<file path="src/hdl/hcbd_pkg.sv">
// Types and constants of the chunked HTTP body decoder.
`default_nettype none

package hcbd_pkg;

    localparam int unsigned LEN_W = 17;
    localparam logic [7:0] ASCII_CR = 8'h0D;
    localparam logic [7:0] ASCII_LF = 8'h0A;
    localparam logic [1:0] SKIP_BYTES = 2'd2;

    typedef struct packed {
        logic [7:0] body_byte;
        logic       final_byte;
    } t_in;

    typedef struct packed {
        logic             byte_valid;
        logic [7:0]       data_out;
        logic             body_done;
        logic [LEN_W-1:0] decoded_length;
    } t_out;

endpackage

`default_nettype wire

</file>
<file path="src/hdl/hcbd_core.sv">
// Decoder state and the per-byte next-state and result logic.
`default_nettype none

module hcbd_core #(
    parameter int unsigned MAX_BODY_BYTES = 65536
) (
    input  wire logic          i_clk,
    input  wire logic          i_rst_n,
    input  wire logic          i_fire,
    input  wire hcbd_pkg::t_in i_item,
    output logic               o_res_valid,
    output hcbd_pkg::t_out     o_res
);

    localparam int unsigned CW = $clog2(MAX_BODY_BYTES + 2);
    localparam int unsigned EXT_W = (CW > hcbd_pkg::LEN_W) ? CW : hcbd_pkg::LEN_W;
    localparam logic [CW-1:0] MAX_V = CW'(MAX_BODY_BYTES);
    localparam logic [CW-1:0] MAX_P1 = CW'(MAX_BODY_BYTES + 1);

    typedef enum logic [1:0] {
        PH_SIZE,
        PH_DATA,
        PH_SKIP,
        PH_STOP
    } t_phase;

    t_phase          r_phase, n_phase;
    logic            r_hex_open, n_hex_open;
    logic            r_cr_seen, n_cr_seen;
    logic [CW-1:0]   r_chunk_size, n_chunk_size;
    logic [CW-1:0]   r_bytes_left, n_bytes_left;
    logic [1:0]      r_skip_left, n_skip_left;
    logic [CW-1:0]   r_committed, n_committed;

    logic [4:0]      w_hex;
    logic [CW+3:0]   w_acc;
    logic [CW:0]     w_sum;
    logic [CW-1:0]   w_left_dec;
    logic [1:0]      w_skip_dec;
    logic            w_emit;
    logic [EXT_W-1:0] w_len_ext;

    function automatic logic [4:0] f_hex(logic [7:0] b);
        logic [4:0] f;
        case (b) inside
            [8'h30:8'h39]: f = {1'b1, b[3:0]};
            [8'h41:8'h46],
            [8'h61:8'h66]: f = {1'b1, 4'(b[3:0] + 4'd9)};
            default:       f = 5'd0;
        endcase
        return f;
    endfunction

    always_comb begin
        w_hex      = f_hex(i_item.body_byte);
        w_acc      = {r_chunk_size, w_hex[3:0]};
        w_sum      = {1'b0, r_committed} + {1'b0, r_chunk_size};
        w_left_dec = r_bytes_left - CW'(1);
        w_skip_dec = r_skip_left - 2'd1;
        w_emit     = 1'b0;

        n_phase      = r_phase;
        n_hex_open   = r_hex_open;
        n_cr_seen    = r_cr_seen;
        n_chunk_size = r_chunk_size;
        n_bytes_left = r_bytes_left;
        n_skip_left  = r_skip_left;
        n_committed  = r_committed;

        case (r_phase)
            PH_SIZE: begin
                if (r_cr_seen && i_item.body_byte == hcbd_pkg::ASCII_LF) begin
                    if (r_chunk_size == '0 || r_chunk_size > MAX_V) begin
                        n_phase = PH_STOP;
                    end else begin
                        n_bytes_left = r_chunk_size;
                        n_phase      = PH_DATA;
                    end
                end else begin
                    if (r_hex_open) begin
                        if (!w_hex[4]) begin
                            n_hex_open = 1'b0;
                        end else if (w_acc > (CW+4)'(MAX_BODY_BYTES)) begin
                            n_chunk_size = MAX_P1;
                        end else begin
                            n_chunk_size = w_acc[CW-1:0];
                        end
                    end
                    n_cr_seen = (i_item.body_byte == hcbd_pkg::ASCII_CR);
                end
            end
            PH_DATA: begin
                w_emit = 1'b1;
                if (r_bytes_left != '0) begin
                    n_bytes_left = w_left_dec;
                end
                if (r_bytes_left == '0 || w_left_dec == '0) begin
                    n_committed = (w_sum > (CW+1)'(MAX_BODY_BYTES)) ? MAX_V : w_sum[CW-1:0];
                    n_skip_left = hcbd_pkg::SKIP_BYTES;
                    n_phase     = PH_SKIP;
                end
            end
            PH_SKIP: begin
                if (r_skip_left != 2'd0) begin
                    n_skip_left = w_skip_dec;
                end
                if (r_skip_left == 2'd0 || w_skip_dec == 2'd0) begin
                    n_phase      = PH_SIZE;
                    n_hex_open   = 1'b1;
                    n_cr_seen    = 1'b0;
                    n_chunk_size = '0;
                end
            end
            default: begin
            end
        endcase

        w_len_ext = EXT_W'(n_committed);

        o_res_valid          = w_emit || i_item.final_byte;
        o_res.byte_valid     = w_emit;
        o_res.data_out       = w_emit ? i_item.body_byte : 8'd0;
        o_res.body_done      = i_item.final_byte;
        o_res.decoded_length = i_item.final_byte ? w_len_ext[hcbd_pkg::LEN_W-1:0]
                                                 : '0;
    end

    always_ff @(posedge i_clk) begin
        if (!i_rst_n || (i_fire && i_item.final_byte)) begin
            r_phase      <= PH_SIZE;
            r_hex_open   <= 1'b1;
            r_cr_seen    <= 1'b0;
            r_chunk_size <= '0;
            r_bytes_left <= '0;
            r_skip_left  <= 2'd0;
            r_committed  <= '0;
        end else if (i_fire) begin
            r_phase      <= n_phase;
            r_hex_open   <= n_hex_open;
            r_cr_seen    <= n_cr_seen;
            r_chunk_size <= n_chunk_size;
            r_bytes_left <= n_bytes_left;
            r_skip_left  <= n_skip_left;
            r_committed  <= n_committed;
        end
    end

endmodule

`default_nettype wire

</file>
<file path="src/hdl/hcbd_out_buf.sv">
// Result register with a skid entry behind it.
`default_nettype none

module hcbd_out_buf (
    input  wire logic           i_clk,
    input  wire logic           i_rst_n,
    input  wire logic           i_push,
    input  wire hcbd_pkg::t_out i_data,
    output logic                o_full,
    output logic                o_valid,
    input  wire logic           i_ready,
    output hcbd_pkg::t_out      o_data
);

    logic           r_head_valid, n_head_valid;
    logic           r_skid_valid, n_skid_valid;
    hcbd_pkg::t_out r_head, n_head;
    hcbd_pkg::t_out r_skid, n_skid;
    logic           w_pop;

    always_comb begin
        w_pop        = r_head_valid && i_ready;
        n_head_valid = r_head_valid;
        n_skid_valid = r_skid_valid;
        n_head       = r_head;
        n_skid       = r_skid;
        if (w_pop) begin
            if (r_skid_valid) begin
                n_head       = r_skid;
                n_skid       = i_data;
                n_skid_valid = i_push;
            end else begin
                n_head       = i_data;
                n_head_valid = i_push;
            end
        end else if (i_push) begin
            if (r_head_valid) begin
                n_skid       = i_data;
                n_skid_valid = 1'b1;
            end else begin
                n_head       = i_data;
                n_head_valid = 1'b1;
            end
        end
    end

    always_ff @(posedge i_clk) begin
        if (!i_rst_n) begin
            r_head_valid <= 1'b0;
            r_skid_valid <= 1'b0;
        end else begin
            r_head_valid <= n_head_valid;
            r_skid_valid <= n_skid_valid;
        end
        r_head <= n_head;
        r_skid <= n_skid;
    end

    assign o_full  = r_skid_valid;
    assign o_valid = r_head_valid;
    assign o_data  = r_head;

endmodule

`default_nettype wire

</file>
<file path="src/hdl/http_chunked_body_decoder.sv">
// Top level of the chunked HTTP body decoder.
// The input channel takes one raw body byte per transaction, with final_byte
// set on the last byte of a body. The output channel carries one transaction
// for every decoded payload byte and one for the final byte, which reports in
// decoded_length the number of bytes in complete chunks; other bytes give no
// output transaction.
// A byte is decoded in the cycle it is accepted and its result is registered in
// the result buffer, behind any results still waiting there. One byte is accepted
// every cycle; the only limit is the two-entry result buffer.
// When the receiver stalls, the result register holds and one more result
// goes to the skid entry; input ready falls only while that entry is full.
// After the final byte the decoder is back in its reset state.
// The synchronous reset clears the decoder state and empties the result
// buffer; input ready is not held low by it, and a byte taken then is dropped.
`default_nettype none

module http_chunked_body_decoder #(
    parameter int unsigned MAX_BODY_BYTES = 65536
) (
    input  wire logic           i_clk,
    input  wire logic           i_rst_n,
    input  wire logic           i_in_valid,
    output logic                o_in_ready,
    input  wire hcbd_pkg::t_in  i_in_data,
    output logic                o_out_valid,
    input  wire logic           i_out_ready,
    output hcbd_pkg::t_out      o_out_data
);

    logic           w_fire;
    logic           w_full;
    logic           w_res_valid;
    hcbd_pkg::t_out w_res;

    assign o_in_ready = !w_full;
    assign w_fire     = i_in_valid && !w_full;

    hcbd_core #(
        .MAX_BODY_BYTES(MAX_BODY_BYTES)
    ) u_core (
        .i_clk      (i_clk),
        .i_rst_n    (i_rst_n),
        .i_fire     (w_fire),
        .i_item     (i_in_data),
        .o_res_valid(w_res_valid),
        .o_res      (w_res)
    );

    hcbd_out_buf u_out_buf (
        .i_clk  (i_clk),
        .i_rst_n(i_rst_n),
        .i_push (w_fire && w_res_valid),
        .i_data (w_res),
        .o_full (w_full),
        .o_valid(o_out_valid),
        .i_ready(i_out_ready),
        .o_data (o_out_data)
    );

endmodule

`default_nettype wire

</file>
<file path="config.mk">
export PLATFORM = sky130hd
export DESIGN_NAME = http_chunked_body_decoder
export DESIGN_NICKNAME = d
export VERILOG_FILES = /design/src/hdl/hcbd_pkg.sv /design/src/hdl/hcbd_core.sv /design/src/hdl/hcbd_out_buf.sv /design/src/hdl/http_chunked_body_decoder.sv
export SDC_FILE = /design/constraint.sdc
export NUM_CORES = 1
export LEC_CHECK = 0
export BUFFER_PORTS_ARGS = -buffer_cell sky130_fd_sc_hd__buf_2
export CORE_MARGIN = 4
export CORE_UTILIZATION = 53
export CTS_BUF_LIST = sky130_fd_sc_hd__clkbuf_4 sky130_fd_sc_hd__clkbuf_8
export DETAILED_ROUTE_END_ITERATION = 6
export GPL_TIMING_DRIVEN = 0
export HOLD_SLACK_MARGIN = 0.15
export PLACE_DENSITY = 0.71
export SLEW_MARGIN = 20
export SYNTH_ARGS = -nofsm -noshare
export SYNTH_HDL_FRONTEND = slang
export SYNTH_SLANG_ARGS = --single-unit
</file>
<file path="constraint.sdc">
create_clock -name i_clk -period 9.4 [get_ports i_clk]
set_input_delay 1.88 -clock i_clk [delete_from_list [all_inputs] [get_ports i_clk]]
set_output_delay 1.88 -clock i_clk [all_outputs]
set_load 0.02 [all_outputs]
</file>
==> qor.log <==
[route] routed vias 5802
[critical_path] CP Max Fanout 10
[yosys] share of the synthesized area in the top cell type 0.247
[floorplan] number of placement rows 40
[timing] share of the clock period used by the worst path after layout 0.453
[finish] layout overhead on the synthesized area 12.6%
[global_routing] total track usage 0.246
[global_routing] number of global-route vias before repair 5593
[clocking] postcts setup bufs 0
[route] average wire per standard cell 17.7 um
[global_routing] pin count of the biggest net entering global routing 28
[critical_path] number of cells on the critical path 13
[finish] Fillers 1044
[pwr] sequential cell fraction of total power 0.513
[timing] Max Freq 0.235 GHz
[finish] layout cells sized above 1 0.140
[hold_path] min-delay worst type register to register
[global_routing] total grt overflow 0
[yosys] dominant cell type by area after synthesis edfxtp_1
[route] detailed-route wire length 17200 um
[clocking] clock transition at the registers of the reported paths 0.07 ns
[yosys] adder and majority cell fraction of the synthesized area 0.0602
[finish] final core occ 0.613
[clocking] CTS tree built
[route] drt drc 0
[floorplan] full die area 14200 um2
[pwr] power density over cell area 138 nW/um2
[floorplan] die outline height 119 um
[yosys] dominant cells by area after synthesis edfxtp_1 (25%), dfxtp_1 (18%), nand2_1 (6.0%)
[critical_path] worst path required time 9.78 ns
[yosys] XOR/XNOR share of the synthesized area 0.0213
[clocking] buffer cell driving the clock tree root clkbuf_8
[critical_path] Crit path max-delay family compound AO/OA/AOI/OAI gates
[critical_path] slowest CP cell a21boi_0
[timing] WHS 0.500 ns
[route] violation count after the first detailed-route iteration 563
[yosys] multiplexer fraction of the synthesized cell area 0.0375
[yosys] sequential element share of the synthesized area 0.427
[finish] Final Net Count 833
[clocking] Clock H-tree levels 4
[global_routing] antenna violations before repair 0
[clocking] maximum number of buffers from clock root to sink 2
[yosys] dominant synthesized flop cell dfxtp_1
[pwr] switching power summed over all nets 238 uW
[clocking] number of buffers inserted during clock tree synthesis 17
[yosys] Post-Synthesis Cells 729
[yosys] number of synthesized flops with an enable pin 54
[run] Maximum Capacitance Violations 0
[pwr] proportion of power drawn by the clock network 0.440
[critical_path] cell seen most often among critical-path stages nand2_1
[yosys] Synth Register Bits 113
[floorplan] io pins 42
[floorplan] core region area 12100 um2
[place] instance area after placement 7000 um2
[critical_path] Worst EP arrival 4.64 ns
[critical_path] CP max stage delay 0.51 ns
[timing] count of pins over their slew limit 0
[yosys] synthesized area per cell 9.01 um2
[timing] number of setup violations in the final report 0
[place] Detailed Place HPWL 12700 um
[hold_path] worst hold path stage count 2
[yosys] list of most frequent post-synthesis cells nand2_1 (105), dfxtp_1 (59), nor2_1 (57), edfxtp_1 (54), a21oi_1 (46)
[place] global placement routability congestion 0.893
[critical_path] number of cell instances on the worst register-to-register path 11
[pwr] internal power summed over all cells 783 uW
[timing] unrepaired setup endpoints after global routing no
[clocking] Num Clock Sinks 113
[pwr] static leakage 0.00284 uW
[pwr] Gate power share 0.047
[critical_path] WP buf/inv 4
[route] iteration count of the initial detailed-routing pass 5
[finish] Design Area, Final 7400 um2
[timing] actual transition at the worst max-transition pin 0.873 ns
[timing] Relative slew margins 0.410
[route] routed via count divided by cell count 5.98
[timing] Worst Skew 0.0130 ns
[critical_path] CP Capture Type register
[timing] minimum clock period 4.26 ns
[place] input/output buffers 40
[yosys] cell area after synthesis 6570 um2
[clocking] Clk Latency, worst-skew pair 0.44 ns
[yosys] post-synthesis async set-or-reset flop share 0
[yosys] count of unique library cells instantiated by Yosys 79
[yosys] main combinational cell family by area after synthesis compound AO/OA/AOI/OAI gates
[route] antenna violation net count after detailed routing 0
[yosys] leading cell type by number of instances after synthesis nand2_1
[global_routing] first-pass GRT wire length 28300 um
[clocking] cts hold-fix bufs 0
[critical_path] startpoint kind of the worst setup timing path primary input
[yosys] Syn Nets 773
[yosys] share of synthesized cell area in and, or, nand and nor gates 0.199
[floorplan] chip width 119 um
[run_status] status complete, no violations
[pwr] worst supply voltage drop on vdd 0.0787 mV
[timing] Setup TNS 0 ns
[yosys] Synth warnings 0
[critical_path] list of cells traversed by the critical path buf_2 > inv_1 > ha_1 > nor3b_1 > a41oi_1 > nand2_1 > nand2_1 > nand2_1 > a21boi_0 > and4_1 > clkbuf_1 > buf_2 > a22o_1
[timing] number of hold-slack violations in the final timing report 0
[pwr] fraction of power spent switching nets 0.233
[critical_path] WS Path Type primary input to register
[yosys] compound-gate portion of the synthesized area 0.212
[finish] number of diodes added for antenna fixing 0
[pwr] overall power consumption 1020 uW
[clocking] number of cells upsized or downsized after cts 0
[floorplan] effective utilization at floorplan 0.544
[worst reg2reg max path, delay by kind of cell (launching register included)]
family	cells	cell delay (ns)
compound gates	6	1.51
fa+ha+maj	2	0.73
simple gates	2	0.42
flops	1	0.41
buf+inv	1	0.35
[logic make-up after synthesis]
| logic type | count (synthesis) |
|---|---|
| muxes | 23 |
| adders and majority gates | 31 |
| DFF | 113 |
| AOI/OAI and AO/OA | 205 |
| xor gates and xnor gates | 16 |
| buffers and inverters | 66 |
| and+or+nand+nor | 275 |
[state kept, by name, indices dropped and copies added (netlist names)]
signal,flops
u_out_buf.o_data,27
u_out_buf.o_full,1
u_out_buf.o_valid,1
u_core.r_cr_seen,1
u_core.r_phase,2
u_core.r_hex_open,1
u_core.r_bytes_left,17
u_out_buf.r_skid,27
u_core.r_chunk_size,17
u_core.r_committed,17
u_core.r_skip_left,2
[power groups by stage]
stage	Combinational (uW)	Sequential, uW	Clock, uW
2_1_floorplan	20.4	543	0
3_3_place_gp	46.2	535	0
3_5_place_dp	48.5	534	0
4_1_cts	48.5	523	454
5_1_grt	52.9	523	479
6_report	48.5	523	449
[routing by layer]
metal	GRT usage	wire length [um]	part of all wire	up-vias
met4	0.0902	396	0.023	0
met3	0.0522	1380	0.080	38
met2	0.385	7700	0.45	233
li1	-	-	-	2817
met1	0.338	7720	0.45	2714
met5	0	0	0	-
[stage by stage]
| stage | std cells | worst slack, ns |
|---|---|---|
| after floorplan | 729 | 4.63 |
| after global placement | 937 | 3.74 |
| after detailed placement | 938 | 4.76 |
| after CTS | 970 | 5.21 |
| after global routing | 970 | 4.84 |
| final | 970 | 5.14 |
[cells in the final DEF (no fill, tap or decap), types with 15 or more instances in the layout]
cell type	instances
nor3_1	17
edfxtp_1	54
dfxtp_1	59
a21oi_1	46
ha_1	30
o21ai_0	37
inv_1	22
a211oi_1	16
buf_2	44
nand3_1	33
nor2_1	57
nand2_1	105
clkbuf_1	29
clkbuf_8	18
a22o_1	15
[layout make-up]
type	instances	area, um2	area share
multi-input cells	550	3500	0.473
flip-flops and latches	113	2800	0.379
clock buffers	21	270	0.0365
repair buffers	41	215	0.0291
well taps	168	210	0.0284
plain buffers	43	198	0.0267
clock inverters	11	116	0.0157
inverters	23	86.3	0.0117
[worst paths after layout]
check	slack [ns]	to	from
worst max register to register	5.71	u_out_buf.o_data[0]	u_core.r_chunk_size[0]
worst max-delay path	5.14	u_core.r_chunk_size[10]	i_in_data[1]
worst min-delay path	0.50	u_core.r_cr_seen	u_core.r_cr_seen
worst min register to register	0.50	u_core.r_cr_seen	u_core.r_cr_seen
No activity file was read; power rests on OpenSTA's default activity.
